<file path="src/hdl/rdq_pkg.sv">
package rdq_pkg;

  // Request kind codes carried on in_tuser
  localparam int unsigned KIND_W = 3;
  localparam logic [KIND_W-1:0] KIND_ADD_BACK   = 3'd0;
  localparam logic [KIND_W-1:0] KIND_ADD_FRONT  = 3'd1;
  localparam logic [KIND_W-1:0] KIND_DROP_BACK  = 3'd2;
  localparam logic [KIND_W-1:0] KIND_DROP_FRONT = 3'd3;
  localparam logic [KIND_W-1:0] KIND_INSERT     = 3'd4;
  localparam logic [KIND_W-1:0] KIND_DELETE     = 3'd5;
  localparam logic [KIND_W-1:0] KIND_READ       = 3'd6;

  // Result status codes
  localparam int unsigned STATUS_W = 2;
  localparam logic [STATUS_W-1:0] ST_OK        = 2'd0;
  localparam logic [STATUS_W-1:0] ST_EMPTY     = 2'd1;
  localparam logic [STATUS_W-1:0] ST_OUT_RANGE = 2'd2;

endpackage

</file>
<file path="src/hdl/rdq_ram.sv">
module rdq_ram #(
  parameter int unsigned DEPTH      = 16,
  parameter int unsigned DATA_WIDTH = 32
) (
  input  logic                     clk,
  input  logic                     we,
  input  logic [$clog2(DEPTH)-1:0] waddr,
  input  logic [DATA_WIDTH-1:0]    wdata,
  input  logic                     re,
  input  logic [$clog2(DEPTH)-1:0] raddr,
  output logic [DATA_WIDTH-1:0]    rdata
);

  logic [DATA_WIDTH-1:0] mem [DEPTH];

  // Write port
  always_ff @(posedge clk) begin
    if (we) begin
      mem[waddr] <= wdata;
    end
  end

  // Registered read port, hold data when not reading
  always_ff @(posedge clk) begin
    if (re) begin
      rdata <= mem[raddr];
    end
  end

endmodule

</file>
<file path="src/hdl/rdq_ring_add.sv">
module rdq_ring_add #(
  parameter int unsigned DEPTH = 16
) (
  input  logic [$clog2(DEPTH)-1:0]   base,
  input  logic [$clog2(DEPTH+1)-1:0] off,
  input  logic [$clog2(DEPTH+1)-1:0] cap,
  output logic [$clog2(DEPTH)-1:0]   sum
);

  localparam int unsigned IDX_W = $clog2(DEPTH);
  localparam int unsigned CNT_W = $clog2(DEPTH+1);
  localparam int unsigned SUM_W = CNT_W + 1;

  logic [SUM_W-1:0] raw;
  logic [SUM_W-1:0] wrapped;

  // Add and wrap once: base is below cap and off at most cap
  always_comb begin
    raw = SUM_W'(base) + SUM_W'(off);
    if (raw >= SUM_W'(cap)) begin
      wrapped = raw - SUM_W'(cap);
    end else begin
      wrapped = raw;
    end
  end

  assign sum = wrapped[IDX_W-1:0];

endmodule

</file>
<file path="src/hdl/ring_deque_with_positional_insert.sv">
// Push, pop, read and unused kinds go from S_IDLE to S_FIN, which loads the result register
// once it is free; the next request is taken only when S_FIN has returned to S_IDLE.
// Insert and delete moving n entries (n up to DEPTH-1) step through S_SHIFT, then S_FIN;
// each moved entry goes through the single ring-index adder and the RAM read and write ports.
// Reset (synchronous, rst_n low) empties the ring and sets the capacity to DEPTH;
// the entry store is not cleared and needs no clearing pass.
module ring_deque_with_positional_insert #(
  parameter int unsigned DEPTH      = 16,
  parameter int unsigned DATA_WIDTH = 32
) (
  input  logic clk,
  input  logic rst_n,
  // configuration: capacity_in_use
  input  logic                                      cfg_wr_en,
  input  logic [$clog2(DEPTH+1)-1:0]                cfg_wr_data,
  // request channel
  input  logic                                      in_tvalid,
  output logic                                      in_tready,
  // value, position, zero fill
  input  logic [((DATA_WIDTH+$clog2(DEPTH+1)+7)/8)*8-1:0] in_tdata,
  // kind
  input  logic [rdq_pkg::KIND_W-1:0]                in_tuser,
  // result channel
  output logic                                      out_tvalid,
  input  logic                                      out_tready,
  // read_data, fill_count, is_empty, is_full, status, zero fill
  output logic [((DATA_WIDTH+$clog2(DEPTH+1)+4+7)/8)*8-1:0] out_tdata
);

  localparam int unsigned IDX_W = $clog2(DEPTH);
  localparam int unsigned CNT_W = $clog2(DEPTH+1);
  localparam int unsigned OUT_W = ((DATA_WIDTH + CNT_W + 4 + 7) / 8) * 8;
  localparam int unsigned RES_W = DATA_WIDTH + CNT_W + 2 + rdq_pkg::STATUS_W;

  typedef enum logic [1:0] {
    S_IDLE,
    S_SHIFT,
    S_FIN
  } state_t;

  state_t                        state_r, state_nxt;
  logic [CNT_W-1:0]              cap_r, cap_nxt;
  logic [IDX_W-1:0]              front_r, front_nxt;
  logic [IDX_W-1:0]              back_r, back_nxt;
  logic [CNT_W-1:0]              cnt_r, cnt_nxt;
  logic [IDX_W-1:0]              n_r, n_nxt;
  logic                          pend_r, pend_nxt;
  logic                          ins_r, ins_nxt;
  logic                          rd_sel_r, rd_sel_nxt;
  logic                          out_tvalid_r, out_tvalid_nxt;

  logic [IDX_W-1:0]              a_r, a_nxt;
  logic [IDX_W-1:0]              wa_r, wa_nxt;
  logic [DATA_WIDTH-1:0]         val_r, val_nxt;
  logic [rdq_pkg::STATUS_W-1:0]  st_r, st_nxt;

  logic [DATA_WIDTH-1:0]         out_rd_r, out_rd_nxt;
  logic [CNT_W-1:0]              out_fill_r, out_fill_nxt;
  logic                          out_empty_r, out_empty_nxt;
  logic                          out_full_r, out_full_nxt;
  logic [rdq_pkg::STATUS_W-1:0]  out_status_r, out_status_nxt;

  logic [rdq_pkg::KIND_W-1:0]    in_kind;
  logic [DATA_WIDTH-1:0]         in_value;
  logic [CNT_W-1:0]              in_pos;
  logic                          in_fire;
  logic                          is_full;
  logic [CNT_W-1:0]              cap_less_one;
  logic [CNT_W-1:0]              ins_pos;
  logic [CNT_W-1:0]              shift_len;

  logic [IDX_W-1:0]              unit_base;
  logic [CNT_W-1:0]              unit_off;
  logic [IDX_W-1:0]              unit_sum;

  logic                          ram_we;
  logic [IDX_W-1:0]              ram_waddr;
  logic [DATA_WIDTH-1:0]         ram_wdata;
  logic                          ram_re;
  logic [IDX_W-1:0]              ram_raddr;
  logic [DATA_WIDTH-1:0]         ram_rdata;

  logic [CNT_W:0]                chk_sum;
  logic [CNT_W:0]                chk_wrap;

  // Unpack the request
  assign in_value  = in_tdata[DATA_WIDTH-1:0];
  assign in_pos    = in_tdata[DATA_WIDTH +: CNT_W];
  assign in_kind   = in_tuser;
  assign in_tready = (state_r == S_IDLE);
  assign in_fire   = in_tvalid && in_tready;

  assign is_full      = (cnt_r >= cap_r);
  assign cap_less_one = cap_r - CNT_W'(1);

  // Shared ring-index adder
  rdq_ring_add #(
    .DEPTH (DEPTH)
  ) u_ring_add (
    .base (unit_base),
    .off  (unit_off),
    .cap  (cap_r),
    .sum  (unit_sum)
  );

  // Entry store
  rdq_ram #(
    .DEPTH      (DEPTH),
    .DATA_WIDTH (DATA_WIDTH)
  ) u_ram (
    .clk   (clk),
    .we    (ram_we),
    .waddr (ram_waddr),
    .wdata (ram_wdata),
    .re    (ram_re),
    .raddr (ram_raddr),
    .rdata (ram_rdata)
  );

  // Sequencer next-state logic
  always_comb begin
    state_nxt      = state_r;
    cap_nxt        = cap_r;
    front_nxt      = front_r;
    back_nxt       = back_r;
    cnt_nxt        = cnt_r;
    n_nxt          = n_r;
    pend_nxt       = pend_r;
    ins_nxt        = ins_r;
    rd_sel_nxt     = rd_sel_r;
    out_tvalid_nxt = out_tvalid_r;
    a_nxt          = a_r;
    wa_nxt         = wa_r;
    val_nxt        = val_r;
    st_nxt         = st_r;
    out_rd_nxt     = out_rd_r;
    out_fill_nxt   = out_fill_r;
    out_empty_nxt  = out_empty_r;
    out_full_nxt   = out_full_r;
    out_status_nxt = out_status_r;

    unit_base = front_r;
    unit_off  = '0;
    ram_we    = 1'b0;
    ram_waddr = back_r;
    ram_wdata = in_value;
    ram_re    = 1'b0;
    ram_raddr = unit_sum;
    ins_pos   = '0;
    shift_len = '0;

    // Drop the result once taken
    if (out_tvalid_r && out_tready) begin
      out_tvalid_nxt = 1'b0;
    end

    // Capacity write: clamp and empty the ring
    if (cfg_wr_en) begin
      if (cfg_wr_data == '0) begin
        cap_nxt = CNT_W'(1);
      end else if (cfg_wr_data > CNT_W'(DEPTH)) begin
        cap_nxt = CNT_W'(DEPTH);
      end else begin
        cap_nxt = cfg_wr_data;
      end
      front_nxt = '0;
      back_nxt  = '0;
      cnt_nxt   = '0;
    end

    unique case (state_r)
      S_IDLE: begin
        if (in_fire) begin
          st_nxt     = rdq_pkg::ST_OK;
          rd_sel_nxt = 1'b0;
          state_nxt  = S_FIN;
          unique case (in_kind)
            rdq_pkg::KIND_ADD_BACK: begin
              unit_base = back_r;
              unit_off  = CNT_W'(1);
              ram_we    = 1'b1;
              ram_waddr = back_r;
              back_nxt  = unit_sum;
              // full ring: front sits on back, so both advance together
              if (is_full) begin
                front_nxt = unit_sum;
              end else begin
                cnt_nxt = cnt_r + CNT_W'(1);
              end
            end
            rdq_pkg::KIND_ADD_FRONT: begin
              unit_base = front_r;
              unit_off  = cap_less_one;
              ram_we    = 1'b1;
              ram_waddr = unit_sum;
              front_nxt = unit_sum;
              if (is_full) begin
                back_nxt = unit_sum;
              end else begin
                cnt_nxt = cnt_r + CNT_W'(1);
              end
            end
            rdq_pkg::KIND_DROP_BACK: begin
              unit_base = back_r;
              unit_off  = cap_less_one;
              if (cnt_r == '0) begin
                st_nxt = rdq_pkg::ST_EMPTY;
              end else begin
                back_nxt = unit_sum;
                cnt_nxt  = cnt_r - CNT_W'(1);
              end
            end
            rdq_pkg::KIND_DROP_FRONT: begin
              unit_base = front_r;
              unit_off  = CNT_W'(1);
              if (cnt_r == '0) begin
                st_nxt = rdq_pkg::ST_EMPTY;
              end else begin
                front_nxt = unit_sum;
                cnt_nxt   = cnt_r - CNT_W'(1);
              end
            end
            rdq_pkg::KIND_INSERT: begin
              unit_base = front_r;
              unit_off  = CNT_W'(1);
              if (in_pos > cnt_r) begin
                st_nxt = rdq_pkg::ST_OUT_RANGE;
              end else begin
                // full ring: drop the front first and shift the position down
                if (is_full) begin
                  front_nxt = unit_sum;
                  cnt_nxt   = cnt_r - CNT_W'(1);
                  ins_pos   = (in_pos == '0) ? '0 : in_pos - CNT_W'(1);
                  shift_len = cnt_r - CNT_W'(1) - ins_pos;
                end else begin
                  ins_pos   = in_pos;
                  shift_len = cnt_r - in_pos;
                end
                n_nxt     = shift_len[IDX_W-1:0];
                a_nxt     = back_r;
                val_nxt   = in_value;
                ins_nxt   = 1'b1;
                pend_nxt  = 1'b0;
                state_nxt = S_SHIFT;
              end
            end
            rdq_pkg::KIND_DELETE: begin
              unit_base = front_r;
              unit_off  = in_pos;
              if (cnt_r == '0) begin
                st_nxt = rdq_pkg::ST_EMPTY;
              end else if (in_pos >= cnt_r) begin
                st_nxt = rdq_pkg::ST_OUT_RANGE;
              end else begin
                shift_len = cnt_r - CNT_W'(1) - in_pos;
                n_nxt     = shift_len[IDX_W-1:0];
                a_nxt     = unit_sum;
                ins_nxt   = 1'b0;
                pend_nxt  = 1'b0;
                state_nxt = S_SHIFT;
              end
            end
            rdq_pkg::KIND_READ: begin
              unit_base = front_r;
              unit_off  = in_pos;
              if (in_pos >= cnt_r) begin
                st_nxt = rdq_pkg::ST_OUT_RANGE;
              end else begin
                ram_re     = 1'b1;
                rd_sel_nxt = 1'b1;
              end
            end
            default: begin
              // unused kind: report current state
            end
          endcase
        end
      end

      S_SHIFT: begin
        // Write back the entry read in the previous cycle
        if (pend_r) begin
          ram_we    = 1'b1;
          ram_waddr = wa_r;
          ram_wdata = ram_rdata;
        end
        if (n_r != '0) begin
          // Step the cursor: down for insert, up for delete
          unit_base = a_r;
          unit_off  = ins_r ? cap_less_one : CNT_W'(1);
          ram_re    = 1'b1;
          wa_nxt    = a_r;
          a_nxt     = unit_sum;
          pend_nxt  = 1'b1;
          n_nxt     = n_r - IDX_W'(1);
        end else if (pend_r) begin
          pend_nxt = 1'b0;
        end else begin
          // Place the new entry (insert only) and move the back index
          unit_base = back_r;
          unit_off  = ins_r ? CNT_W'(1) : cap_less_one;
          back_nxt  = unit_sum;
          if (ins_r) begin
            ram_we    = 1'b1;
            ram_waddr = a_r;
            ram_wdata = val_r;
            cnt_nxt   = cnt_r + CNT_W'(1);
          end else begin
            cnt_nxt = cnt_r - CNT_W'(1);
          end
          state_nxt = S_FIN;
        end
      end

      S_FIN: begin
        // Load the result once the output register is free
        if (!out_tvalid_r || out_tready) begin
          out_rd_nxt     = rd_sel_r ? ram_rdata : '0;
          out_fill_nxt   = cnt_r;
          out_empty_nxt  = (cnt_r == '0);
          out_full_nxt   = (cnt_r == cap_r);
          out_status_nxt = st_r;
          out_tvalid_nxt = 1'b1;
          state_nxt      = S_IDLE;
        end
      end

      default: begin
        state_nxt = S_IDLE;
      end
    endcase
  end

  // State and control registers
  always_ff @(posedge clk) begin
    if (!rst_n) begin
      state_r      <= S_IDLE;
      cap_r        <= CNT_W'(DEPTH);
      front_r      <= '0;
      back_r       <= '0;
      cnt_r        <= '0;
      n_r          <= '0;
      pend_r       <= 1'b0;
      ins_r        <= 1'b0;
      rd_sel_r     <= 1'b0;
      out_tvalid_r <= 1'b0;
    end else begin
      state_r      <= state_nxt;
      cap_r        <= cap_nxt;
      front_r      <= front_nxt;
      back_r       <= back_nxt;
      cnt_r        <= cnt_nxt;
      n_r          <= n_nxt;
      pend_r       <= pend_nxt;
      ins_r        <= ins_nxt;
      rd_sel_r     <= rd_sel_nxt;
      out_tvalid_r <= out_tvalid_nxt;
    end
  end

  // Payload registers
  always_ff @(posedge clk) begin
    a_r          <= a_nxt;
    wa_r         <= wa_nxt;
    val_r        <= val_nxt;
    st_r         <= st_nxt;
    out_rd_r     <= out_rd_nxt;
    out_fill_r   <= out_fill_nxt;
    out_empty_r  <= out_empty_nxt;
    out_full_r   <= out_full_nxt;
    out_status_r <= out_status_nxt;
  end

  // Pack the result
  assign out_tvalid = out_tvalid_r;
  assign out_tdata  = OUT_W'(RES_W'({out_status_r, out_full_r, out_empty_r,
                                     out_fill_r, out_rd_r}));

  // Expected back index from front and count
  assign chk_sum  = (CNT_W+1)'(front_r) + (CNT_W+1)'(cnt_r);
  assign chk_wrap = (chk_sum >= (CNT_W+1)'(cap_r)) ? chk_sum - (CNT_W+1)'(cap_r) : chk_sum;

  a_count_in_range: assert property (@(posedge clk) disable iff (!rst_n)
    (cap_r != '0) && (cap_r <= CNT_W'(DEPTH)) && (cnt_r <= cap_r))
    else $error("element count or capacity out of range");

  a_index_in_range: assert property (@(posedge clk) disable iff (!rst_n)
    (CNT_W'(front_r) < cap_r) && (CNT_W'(back_r) < cap_r))
    else $error("ring index beyond capacity");

  a_ring_consistent: assert property (@(posedge clk) disable iff (!rst_n)
    chk_wrap[IDX_W-1:0] == back_r)
    else $error("back index does not match front plus count");

  a_empty_status: assert property (@(posedge clk) disable iff (!rst_n)
    out_tvalid_r && (out_status_r == rdq_pkg::ST_EMPTY) |-> (out_fill_r == '0))
    else $error("empty status with elements held");

endmodule

</file>
<file path="config.mk">
export PLATFORM = sky130hd
export DESIGN_NAME = ring_deque_with_positional_insert
export DESIGN_NICKNAME = d
export VERILOG_FILES = /design/src/hdl/rdq_pkg.sv /design/src/hdl/rdq_ram.sv /design/src/hdl/rdq_ring_add.sv /design/src/hdl/ring_deque_with_positional_insert.sv
export SDC_FILE = /design/constraint.sdc
export NUM_CORES = 1
export LEC_CHECK = 0
export BUFFER_PORTS_ARGS = -buffer_cell sky130_fd_sc_hd__buf_2
export CELL_PAD_IN_SITES_DETAIL_PLACEMENT = 0
export CELL_PAD_IN_SITES_GLOBAL_PLACEMENT = 2
export CORE_UTILIZATION = 44
export CTS_CLUSTER_DIAMETER = 100
export DETAILED_ROUTE_END_ITERATION = 10
export PLACE_DENSITY = 0.75
export SLEW_MARGIN = 40
export SYNTH_ARGS = -nofsm -noshare
export SYNTH_HDL_FRONTEND = slang
export SYNTH_SLANG_ARGS = --single-unit
export TNS_END_PERCENT = 20
</file>
<file path="constraint.sdc">
create_clock -name clk -period 7.2 [get_ports clk]
set_input_delay 0.36 -clock clk [delete_from_list [all_inputs] [get_ports clk]]
set_output_delay 0.36 -clock clk [all_outputs]
set_load 0.02 [all_outputs]
</file>
# Word-level counts from Yosys, hierarchy flattened
# Memories as Yosys holds them, arrays and structs flattened. A register that Yosys moved wholly into a read port is not among the register bits.
# Index checks and enable logic that the tools add are counted.
# word_totals
mem_count	1
word_cells	191
reg_bits	111
output_inout_bits	50
ram_bits	512
in_bits	53
# memory_table
name	words	width	read_ports	rd_clocked_by_memory_dff	write_ports	line_no	source
u_ram.mem	16	32	1	1	1	rdq_ram.sv:14	logic [DATA_WIDTH-1:0] mem [DEPTH];
# classes
n_mux	108
n_addsub	10
n_reduce_logical	26
n_eq_ne	21
order_cmp	5
bitwise_logic	1
# op_table
cell	count
$mux W32	5
$mux W4	35
$mux W5	16
$pmux W4 S2	7
$pmux W5 S3	2
$mux W1	21
$mux W2	10
$pmux W5 S2	2
$pmux W4 S4	1
$sub A4 B4 Y4	4
$logic_not A5 Y1	3
$ne A2 B2 Y1 const B	7
$pmux W4 S3	1
$reduce_and A6 Y1	2
$ge A5 B5 Y1	2
$pmux W1 S2	5
$reduce_or A2 Y1	5
$sub A5 B1 Y5 const B	2
$eq A3 B3 Y1 const B	3
$ne A3 B3 Y1 const B	3
$pmux W2 S4	1
$reduce_and A4 Y1	2
$sub A4 B1 Y4 const B	2
$reduce_and A7 Y1	1
other kinds (24)	29

# Logic depth before layout (Yosys ltp)
# logic_depth
ltp_word	13
ltp_mapped	25
ltp_nobuf	22

# Modules after synthesis
# A second synthesis with hierarchy kept.
# hier_totals
cells_unflattened	1578
hier_area_um2	27189.8
# modules_own_cells
module	n_inst	cells_each	area_per_inst_um2
rdq_ram	1	838	20155.6
ring_deque_with_positional_insert	1	699	6650.1
rdq_ring_add	1	41	384.1

# Worst setup path before layout
# Ideal clock, no wire load.
# synth_path
path_kind	register to register
start	register state_r[0]
end	memory u_ram.mem[6][0] (enable)
t_arrival_ns	6.109
path_slack_ns	0.670
stages_incl_launch_ff	23
path_buffers	4
synth_period_minus_slack_ns	6.530
cell_sequence	dfxtp_1 -> buf_2 -> or3b_1 -> buf_2 -> or3_1 -> clkbuf_1 -> a21o_1 -> nand2_1 -> o221ai_1 -> ha_1 -> fa_1 -> xnor2_1 -> inv_1 -> ha_1 -> a21o_1 -> a21oi_1 -> nand2_1 -> nor2_4 -> buf_8 -> mux2_4 -> a222oi_1 -> nand2b_1 -> nor2_1
# synth_via
elab_chain_len	10
# synth_rtl
element	line_no	source
start, declared	ring_deque_with_positional_insert.sv:41	state_t state_r, state_nxt;
start signal, assigned	ring_deque_with_positional_insert.sv:348	state_r <= state_nxt;
$logic_not A2 Y1	ring_deque_with_positional_insert.sv:90, ring_deque_with_positional_insert.sv:171	
$logic_and A1 B1 Y1	ring_deque_with_positional_insert.sv:91	assign in_fire = in_tvalid && in_tready;
$mux W4 or $mux W5 (tied branches)	ring_deque_with_positional_insert.sv:173	if (in_fire) begin
$pmux W4 S2 or $pmux W5 S2 (tied branches)	ring_deque_with_positional_insert.sv:171	unique case (state_r)
$add A4 B5 Y6	rdq_ring_add.sv:19	raw = SUM_W'(base) + SUM_W'(off);
$ge A6 B5 Y1 or $sub A4 B4 Y4 (tied branches)	rdq_ring_add.sv:20, rdq_ring_add.sv:21	
$mux W4	rdq_ring_add.sv:20	if (raw >= SUM_W'(cap)) begin
$mux W4	ring_deque_with_positional_insert.sv:177	unique case (in_kind)
$mux W4	ring_deque_with_positional_insert.sv:173	
$pmux W4 S2	ring_deque_with_positional_insert.sv:171	
end, declared	rdq_ram.sv:14	
# Several ways; a longest one is shown, not always the timed one.

# Worst setup path after layout
# layout_path
start	register n_r[0]
end	memory u_ram.mem[2][4] (enable)
# layout_via
elab_chain_len	9
# layout_rtl
element	line_no	source
start, declared	ring_deque_with_positional_insert.sv:46	logic [IDX_W-1:0] n_r, n_nxt;
start signal, assigned	ring_deque_with_positional_insert.sv:353	n_r <= n_nxt;
$reduce_bool A4 Y1 (*)	ring_deque_with_positional_insert.sv:287	if (n_r != '0) begin
$mux W4 or $mux W5 (tied branches)	ring_deque_with_positional_insert.sv:287	
$pmux W4 S2 or $pmux W5 S2 (tied branches)	ring_deque_with_positional_insert.sv:171	
$add A4 B5 Y6	rdq_ring_add.sv:19	
$ge A6 B5 Y1 or $sub A4 B4 Y4 (tied branches)	rdq_ring_add.sv:20, rdq_ring_add.sv:21	
$mux W4	rdq_ring_add.sv:20	
$mux W4	ring_deque_with_positional_insert.sv:177	
$mux W4	ring_deque_with_positional_insert.sv:173	
$pmux W4 S2	ring_deque_with_positional_insert.sv:171	
# Every way passes the cells marked *; elsewhere a longest branch is shown, timed or not.

==> results.md <==
- GR Layer Usage met2: between 40% and 50%
- Antenna cells: 0
- Fillers: between 5000 and 6000
- Status: finished clean
- CTS sink cnt: approximately 660
- Flop-to-flop setup slack: 0.73 ns
- Die Area: 66150 µm²
- Vias in the first global route: between 15000 and 20000
- Share of the synthesized area in the top cell type: between 60% and 70%
- Worst rel slew slack: 42.26%
- Fin crit period: between 6 and 7 ns
- Post-synthesis compound-gate area fraction: about 14%
- Crit. End Element: flop
- Yosys reg bits: between 600 and 700
- Design Power: roughly 0.0095 W
- Post-route antenna net violation count: 0
- Clock tree buffer depth: 3
- # setup viols final: 0
- Count leader, synth: edfxtp_1
- H-tree depth: 3
- Required time of the critical path: 7.49 ns
- Worst-Skew Late Latency: between 0.6 and 0.7 ns
- Yosys warning total: 0
- Synth unique cells: 86
- Residual DRC count: 0
- Setup TNS: 0 ns
- Cells after Synth: about 2200
- Peak VDD IR: 0.0001847 V
- Detailed Routing Iterations Pass 1: 5
- Final Hold Violating Endpoints: 0
- DR WL/cell: between 20 and 30 µm
- Worst Tran Pin Value: 0.8661 ns
- Post-Synth Adder-Cell Area: about 1.8%
- Skew final: about 0.022 ns
- CP Data Arrival Time: 6.76 ns
- Async set or reset register ratio after synthesis: 0%
- PD cells: around 290 nW/µm²
- Total GRT Usage: between 20% and 30%
- Syn-to-layout area delta: 15.67%
- R2R depth: 20
- Final nets: about 2400
- Largest area contributor in the synthesized netlist: edfxtp_1
- Mux cell area share after synthesis: less than 1%
- Fin util: between 50 and 60%
- GPL Wtd Cong: 0.8330
- Hold depth: 3
- CTS buffer count: 72
- First-pass GRT wire length: roughly 120000 µm
- Port bufs: between 90 and 100
- Prevailing post-synth register cell: edfxtp_1
- Leakage: approximately 11 nW
- Critical path launch point type: flop
- Initial Util: about 45%
- Largest family of logic cells by synthesized area: compound AO/OA/AOI/OAI gates
- Sequential cell area fraction in the yosys report: between 60 and 70%
- Chip height: 257.2 µm
- # rows: between 90 and 100
- Layout cell share with drive strength beyond 1: 15.25%
- Initial antenna violation count: 1
- Root buf cell: clkbuf_16
- Area of the core: around 64000 µm²
- Vias: slightly below 20000
- Grt peak-use layer: met2
- Slew Limit Fails: 0
- DP Area: between 30000 and 40000 µm²
- Critical setup path kind: reg -> reg
- Post-Synth XOR/XNOR Area: 0.8253%
- RSZ-0062 raised after global routing: no
- Maximum clock rate: around 0.15 GHz
- CTS tree: yes
- Drt initial violations: between 1500 and 2000
- Post-Route WL: 83530 µm
- Most frequent cells after synthesis: edfxtp_1, and3_1, a211oi_1
- Post-route cell area: between 30000 and 40000 µm²
- CTS clk-pin slew, worst paths: 0.07 ns
- Final worst-path cycle share: ~90%
- Via density: between 6 and 7
- Mapped Area: 28650 µm²
- Avg Synthesized Cell Area: between 10 and 15 µm²
- Hpwl dp: between 40000 and 50000 µm
- M3 GR Usage: between 3 and 4%
- Gr ovfl total: 0
- Peak fanout along the critical path: 9
- Largest net degree at the start of global routing: approximately 210
- Die width: approximately 260 µm
- Worst Hold Class: in -> reg
- EDFF count, synth: 627
- Global routing usage on met1: 34.90%
- Largest cells by area after synthesis: edfxtp_1, a211oi_1, and3_1, nand2_1, dfxtp_1
- Io pins: approximately 100
- Hold slack: approximately 0.05 ns
- Simple-gate share of the synthesized area: about an eighth
- Max_cap viols: 0
-- layout by cell type, fill, tap and decap left out, types with 7 or more instances in the layout --
cell / count
buf_4: 70
edfxtp_1: 627
xnor2_1: 17
a211o_1: 9
nand2_1: 152
inv_1: 40
nor2_1: 76
o21ai_0: 92
nor3_1: 11
buf_12: 10
a31o_1: 24
clkinv_1: 16
nor2_2: 33
a31oi_1: 22
o22ai_1: 38
and3_1: 169
o21a_1: 7
mux2i_1: 7
a21o_1: 13
o32ai_1: 32
nor2_4: 19
a32o_1: 20
a21oi_1: 50
xor2_1: 10
a211oi_1: 162
dfxtp_1: 28
a22o_1: 15
and2_1: 40
clkinv_2: 10
clkbuf_16: 75
clkbuf_1: 19
o21ai_1: 15
nand3_1: 101
nand2b_1: 17
conb_1: 7
dlygate4sd3_1: 34
buf_2: 92
ha_1: 34
-- sequential cells by signal, summed over array words and instances (netlist names), 2 cells and up --
signal        count
out_status_r      2
u_ram.rdata      32
st_r              2
a_r               4
cap_r             5
wa_r              4
u_ram.mem       512
state_r           2
back_r            4
val_r            32
out_fill_r        5
cnt_r             5
front_r           4
out_rd_r         32
n_r               4
-- per-layer routing --
layer  share of wire (%)  wire length [µm]
met1                  43             36190
met3                 6.1              5111
met2                  48             40040
met4                 2.6              2183
met5                   0                 0
-- stage by stage --
step           setup slack (ns)  cells
2_1_floorplan            0.6702   2177
3_3_place_gp             0.6237   3034
3_5_place_dp             0.5111   3037
4_1_cts                  0.6738   3200
5_1_grt                  0.4631   3202
6_report                 0.7325   3202
-- worst paths after layout --
path	from	to
worst min-delay path	cfg_wr_data[0]	cap_r[0]$_SDFFE_PN0P_
worst max-delay path	n_r[0]$_SDFFE_PN0P_	u_ram.mem[2][4]$_DFFE_PP_
worst min register to register	st_r[1]$_DFFE_PP_	out_status_r[1]$_DFFE_PP_
worst max register to register	n_r[0]$_SDFFE_PN0P_	u_ram.mem[2][4]$_DFFE_PP_
-- final cells by class --
class / instances / area [µm²] / share of cell area (%)
Tap cell: 855 / 1070 / 3.228
Clock buffer: 94 / 1948 / 5.877
Clock inverter: 35 / 295.3 / 0.8909
Inverter: 41 / 153.9 / 0.4643
Timing Repair Buffer: 211 / 1652 / 4.983
Sequential cell: 655 / 19390 / 58.50
Multi-Input combinational cell: 1311 / 8638 / 26.06
-- report_power, final --
group	switching, W	internal [W]	total (W)
clock	0.00151	0.00203	0.00354
combinational	0.00110	0.000562	0.00167
sequential	0.0000184	0.00424	0.00426
total	0.00263	0.00683	0.00946
-- repair_timing --
| item | 4_1_cts | 5_1_grt |
|---|---|---|
| hold endpoints to repair | 34 | 0 |
| buffers inserted | 0 | 0 |
| resized for setup | 0 | 0 |
| hold buffers | 34 | 0 |
-- worst max-delay path: stages, from the launching register on --
cell,delay [ns]
dfxtp_1,0.30
inv_1,0.10
ha_1,0.26
or3b_1,0.53
a22oi_1,0.26
o21ai_0,0.17
a32o_1,0.27
fa_1,0.43
xnor2_1,0.40
inv_1,0.20
ha_1,0.24
a21o_1,0.17
a21oi_1,0.19
nand2_1,0.26
nor2_4,0.22
buf_4,0.18
mux2_4,0.35
a222oi_1,0.46
nand2_1,0.38
nor2_4,0.46
buf_4,0.29
-- logic make-up (layout without fill, tap and decap cells) --
| group | count (synthesis) | count (layout) |
|---|---|---|
| fa+ha+maj | 39 | 39 |
| simple gates | 660 | 660 |
| xor+xnor | 27 | 27 |
| mux | 14 | 14 |
| flops | 655 | 655 |
| buf+inv | 211 | 381 |
| compound gates | 564 | 564 |
| other cells | 1 | 7 |
Power figures use the tool's default switching activity.
